[config.mk]
export PLATFORM = sky130hd
export DESIGN_NAME = tspp_sched_mem
export DESIGN_NICKNAME = d
export VERILOG_FILES = /design/src/hdl/tspp_pkg.sv /design/src/hdl/tspp_sched_mem.sv
export SDC_FILE = /design/constraint.sdc
export NUM_CORES = 2
export LEC_CHECK = 0
export BUFFER_PORTS_ARGS = -buffer_cell sky130_fd_sc_hd__buf_2
export CORE_AREA = 4 4 392 394
export CTS_CLUSTER_DIAMETER = 30
export DETAILED_ROUTE_END_ITERATION = 10
export DIE_AREA = 0 0 396 398
export GPL_ROUTABILITY_DRIVEN = 0
export PLACE_DENSITY = 0.79
export SLEW_MARGIN = 20
export SYNTH_ARGS = -nofsm -noshare
export SYNTH_HDL_FRONTEND = slang
export SYNTH_SLANG_ARGS = --single-unit
export TNS_END_PERCENT = 30
[constraint.sdc]
create_clock -name clk_i -period 11.7 [get_ports clk_i]
set_clock_uncertainty 0.15 [all_clocks]
set_input_delay 1.17 -clock clk_i [delete_from_list [all_inputs] [get_ports clk_i]]
set_output_delay 1.17 -clock clk_i [all_outputs]
set_load 0.005 [all_outputs]
[src/hdl/tspp_pkg.sv]
// ----------------------------------------------------------------------------
// tspp_pkg
// Shared types, constants and helpers of the timed setpoint schedule player.
// ----------------------------------------------------------------------------
package tspp_pkg;

  // schedule geometry
  localparam int unsigned SchedDepth = 64;
  localparam int unsigned IdxW       = (SchedDepth > 1) ? $clog2(SchedDepth) : 1;
  localparam int unsigned PtrW       = $clog2(SchedDepth + 1);

  localparam logic [31:0]        EndMark        = 32'hFFFF_FFFF;
  localparam logic [7:0]         CollapseLenCm  = 8'd1;
  localparam logic signed [19:0] DegPerCmQ4     = -20'sd1216;  // -76 deg in q.4

  typedef enum logic [1:0] {
    CmdTick     = 2'd0,
    CmdStart    = 2'd1,
    CmdCollapse = 2'd2,
    CmdLoad     = 2'd3
  } cmd_e;

  typedef struct packed {
    cmd_e        command;
    logic [31:0] time_value;
    logic        motor_select;
    logic [5:0]  entry_index;
    logic [7:0]  entry_length;
  } in_beat_t;

  typedef struct packed {
    logic               motor;
    logic [7:0]         length_cm;
    logic signed [19:0] goal_position;
    logic               last;
  } out_beat_t;

  typedef struct packed {
    logic [31:0] time_value;
    logic [7:0]  len_cm;
  } sched_entry_t;

  typedef struct packed {
    logic               en;
    logic [IdxW-1:0]    addr;
    sched_entry_t       entry;
  } sched_wr_t;

  // goal angle = length * -76 deg + zero offset, all in q.4
  function automatic logic signed [19:0] goal_f(input logic [7:0] len_cm,
                                                input logic signed [16:0] offset);
    logic signed [19:0] len_s;
    logic signed [19:0] off_s;
    len_s = signed'({12'd0, len_cm});
    off_s = signed'({{3{offset[16]}}, offset});
    return 20'(len_s * DegPerCmQ4) + off_s;
  endfunction

endpackage

[src/hdl/tspp_sched_mem.sv]
// ----------------------------------------------------------------------------
// tspp_sched_mem
// One motor's schedule: one write port, one registered read port with
// write-to-read bypass on a same-address access.
// ----------------------------------------------------------------------------
module tspp_sched_mem (
  input  logic                              clk_i,
  input  tspp_pkg::sched_wr_t               wr_i,
  input  logic [tspp_pkg::IdxW-1:0]         rd_addr_i,
  output tspp_pkg::sched_entry_t            rd_data_o
);

  tspp_pkg::sched_entry_t mem_q [tspp_pkg::SchedDepth];
  tspp_pkg::sched_entry_t rd_q;

  always_ff @(posedge clk_i) begin
    if (wr_i.en) begin
      mem_q[wr_i.addr] <= wr_i.entry;
    end
  end

  // new data wins when the entry being written is the one being read
  always_ff @(posedge clk_i) begin
    if (wr_i.en && (wr_i.addr == rd_addr_i)) begin
      rd_q <= wr_i.entry;
    end else begin
      rd_q <= mem_q[rd_addr_i];
    end
  end

  assign rd_data_o = rd_q;

endmodule

* Word-level counts from Yosys, hierarchy flattened
Memory sizes are Yosys's and may differ from the RTL's. A register that Yosys moved wholly into a read port is not among the register bits. Cells that the tools add are included.
Storage, ports and cells: flip-flop bits (word level) 0, bits in writable memories 2560, bits of input ports 54, output and inout port bits 40, logic and storage cells 3, memories 1
Cells by class: muxes and demuxes 2
Memories:
- mem_q | words 64, width 40, read ports 1, clocked after Yosys merged registers in 1, write ports 1, RTL line tspp_sched_mem.sv:13 | tspp_pkg::sched_entry_t mem_q [tspp_pkg::SchedDepth];
Operator list (number):
- two-way mux 1 bit | 2

* Depth between registers and ports, before layout
word-level depth 2, depth in mapped cells 9, gate-level depth less buffers 5

* Worst setup path before layout
OpenSTA, ideal clock, no wires.
path kind input to register, start input port wr_i[43] in the netlist's numbering, end memory mem_q[48][0] in the netlist's numbering (enable), setup time 0.487 ns, arrival 4.406 ns, data required time 11.063 ns, path slack 6.658 ns, stages 4, buffers on the path 1, cells stage by stage clkbuf_1 nor2b_1 nand4b_1 nor3_1
RTL lines:
- from (decl) | RTL line tspp_sched_mem.sv:8 | input tspp_pkg::sched_wr_t wr_i,
- to (decl) | RTL line tspp_sched_mem.sv:13
Straight into the memory's write port.

==> impl_results.md <==
- Status: finished clean
- Sequential element share of the synthesized area: 79.2%
- Synth-to-Final Area Change: 18.5%
- CTS Hold Buffers Added: 0
- Critical path's top delay family: buffers and inverters
- Nets in the synthesized netlist: 4215
- Syn_area_per_cell: 23.3 um2
- Buffer type at the clock tree root: sky130_fd_sc_hd__clkbuf_16
- Largest driver fanout on the critical path: 65
- Ratio of cells with drive above 1 in the final layout: 33.9%
- Setup bufs post-CTS: 0
- Initial Util: 64.9%
- Floorplan die area: 158000 um2
- Overall die width: 396 um
- Final critical delay including setup and external delays: 7640 ps
- Number of sinks driven by the clock tree: 2566
- Largest registers in the final layout: mem_q x2560
- Number of antenna violations at the first check in global routing: 12
- Gate Count Post-Synth: 4161
- Leading cell type in the layout, fill and taps excluded: sky130_fd_sc_hd__edfxtp_1
- HPWL Detailed: 119000 um
- Final hold violation count: 0
- Worst stage delay on the critical path: 950 ps
- Transition time of the tightest slew-check pin: 1270 ps
- Number of instances resized during post-cts repair: 0
- Critical path capture point type: primary output
- Number of violations of the max-capacitance limit: 0
- Worst setup slack after layout: 4060 ps
- Seq cells post-synth: 2566
- Global-route wire length before repair: 424000 um
- Post-Layout Cell Count: 6940
- Fmax: 131 MHz
- # nets final: 4623
- Number of buffers created by CTS: 431
- Critical path destination: rd_data_o[16]
- Setup total negative slack: 0 ps
- Critical path cell sequence: buf_4, buf_4, buf_4, mux4_2, mux2i_1, o21ai_0, a21oi_1, nor4_1, buf_2
- CTS tree: built
- Master of the slowest instance on the critical path: sky130_fd_sc_hd__nor4_1
- Ports placed on the boundary: 94
- DR WL/cell: 43.3 um
- Site Rows: 142
- Worst supply voltage drop on vdd: 145 uV
- Max reg flops: 2560
- Worst slew margin: 14.3%
- Period utilization: 65.3%
- Number of DRC markers in iteration 0: 9767
- Deepest level of the CTS H-tree: 5
- Kind of start point of the critical path: register
- Number of optimization iterations in the first detailed-route pass: 6
- DRC errors left: 0
- Endpoint required time on the critical path: 10380 ps
- Synth Flop Type: sky130_fd_sc_hd__edfxtp_1
- Pin count of the biggest net entering global routing: 129
- Yosys cell types: 36
- # placed instances: 6149
- Number of synthesized flops with an enable pin: 2560
- Number of vias per cell: 7.60
- Pre-CTS setup slack: 5260 ps
- Buffering stage count on the worst path with inverters included: 4
- Hold depth: 1
- Count of final max-slew check failures: 0
- Total power draw: 24100 uW
- Count of antenna-violating nets left after detailed routing: 0
- Port bufs: 93
- Buffers from clock root to sink, at most: 4
- Total stage count of the critical path: 9
- Die span in y: 398 um
- Leakage power: 0.0368 uW
- Commonest cells after routing, fill and taps aside: sky130_fd_sc_hd__edfxtp_1 (2560), sky130_fd_sc_hd__mux4_2 (608), sky130_fd_sc_hd__clkbuf_16 (438), sky130_fd_sc_hd__buf_4 (149), sky130_fd_sc_hd__o22ai_1 (143)
- Register clock-pin slew on the reported worst setup and hold paths: 50 ps
- Share of async-settable or async-resettable flops after synthesis: 0%
- Unrepaired setup endpoints after global routing: false
- Most frequent cell on the critical path: sky130_fd_sc_hd__buf_4
- Worst min-delay path class: input port to register
- Cell Area, Synth: 97200 um2
- PD cells: 209 nW/um2
- Crit Path Class: register to primary output
- Register with the most flip-flops: mem_q
- Total number of vias: 52800
- Final WL: 301000 um
- Area of the core region: 150000 um2
- Overall overflow remaining after global route: 0
- Critical path arrival: 6320 ps
- Setup-failing EPs final: 0
- Vias in the first global route: 55300
- Number of warnings printed during yosys synthesis: 0
- Filler cell count: 6702
- GRT Total Usage: 38.9%
- Core utilization of the finished layout: 76.9%
==> cell type report <==
class | count | area, um2 | share of cell area (%)
diodes | 7 | 17.5 | 0.0152
clock buffers | 467 | 11100 | 9.61
clock inverters | 314 | 3500 | 3.04
multi-input cells | 1357 | 19500 | 16.9
flip-flops and latches | 2566 | 77000 | 66.9
well taps | 2016 | 2520 | 2.19
repair buffers | 213 | 1560 | 1.35
==> synthesized netlist by cell type, types with 8 or more instances <==
library cell,number,area (um2)
sky130_fd_sc_hd__nor2b_1,16,100
sky130_fd_sc_hd__o21ai_0,8,40.0
sky130_fd_sc_hd__buf_2,81,405
sky130_fd_sc_hd__nand2b_1,13,81.3
sky130_fd_sc_hd__a22oi_1,18,135
sky130_fd_sc_hd__mux2i_1,113,1130
sky130_fd_sc_hd__o22a_1,26,228
sky130_fd_sc_hd__a22o_1,16,140
sky130_fd_sc_hd__a221oi_1,34,298
sky130_fd_sc_hd__buf_6,8,90.1
sky130_fd_sc_hd__o21ai_1,14,70.1
sky130_fd_sc_hd__nor4_1,34,213
sky130_fd_sc_hd__nor2_1,97,364
sky130_fd_sc_hd__o21a_1,8,60.1
sky130_fd_sc_hd__a21oi_1,68,340
sky130_fd_sc_hd__clkbuf_1,80,300
sky130_fd_sc_hd__nand2_1,19,71.3
sky130_fd_sc_hd__o221ai_1,42,368
sky130_fd_sc_hd__buf_1,20,75.1
sky130_fd_sc_hd__mux4_2,608,13700
sky130_fd_sc_hd__edfxtp_1,2560,76900
sky130_fd_sc_hd__buf_4,49,368
sky130_fd_sc_hd__o22ai_1,143,895
sky130_fd_sc_hd__nand3_1,8,40.0
sky130_fd_sc_hd__mux2_2,38,428
==> routing by layer <==
| metal | global-route usage, % | vias to the layer above | part of all wire [%] |
|---|---|---|---|
| li1 | - | 19000 | - |
| met1 | 49.3 | 27000 | 30 |
| met2 | 61.0 | 5626 | 49 |
| met3 | 9.71 | 1170 | 13 |
| met4 | 25.0 | 10 | 7.5 |
| met5 | 0 | - | 0.027 |
==> stage by stage <==
step	cell area, um2	hold slack (ps)
after CTS	115000	162
final	115000	205
after global placement	100000	1120
after global routing	115000	186
after floorplan	97200	1050
after detailed placement	100000	1130
==> power by group <==
group          total (uW)  internal, uW  switching [uW]
sequential          10200         10200            37.7
combinational         931           325             606
clock               12900          8140            4770
==> cells by family after synthesis <==
kind of cell           synth area share [%]
flip-flops                             79.2
AND/OR/NAND/NOR                        1.08
multiplexers                           15.7
AO/OA/AOI/OAI                          2.70
buffers and inverters                  1.27
==> how the worst min path moves through the flow <==
| stage | start | end |
|---|---|---|
| floorplan | rd_addr_i[0] | register |
| global placement | rd_addr_i[4] | register |
| detailed placement | rd_addr_i[4] | register |
| CTS | rd_addr_i[4] | register |
| global route | rd_addr_i[4] | register |
| finish | rd_addr_i[5] | register |
No activity file was read; power rests on OpenSTA's default activity.
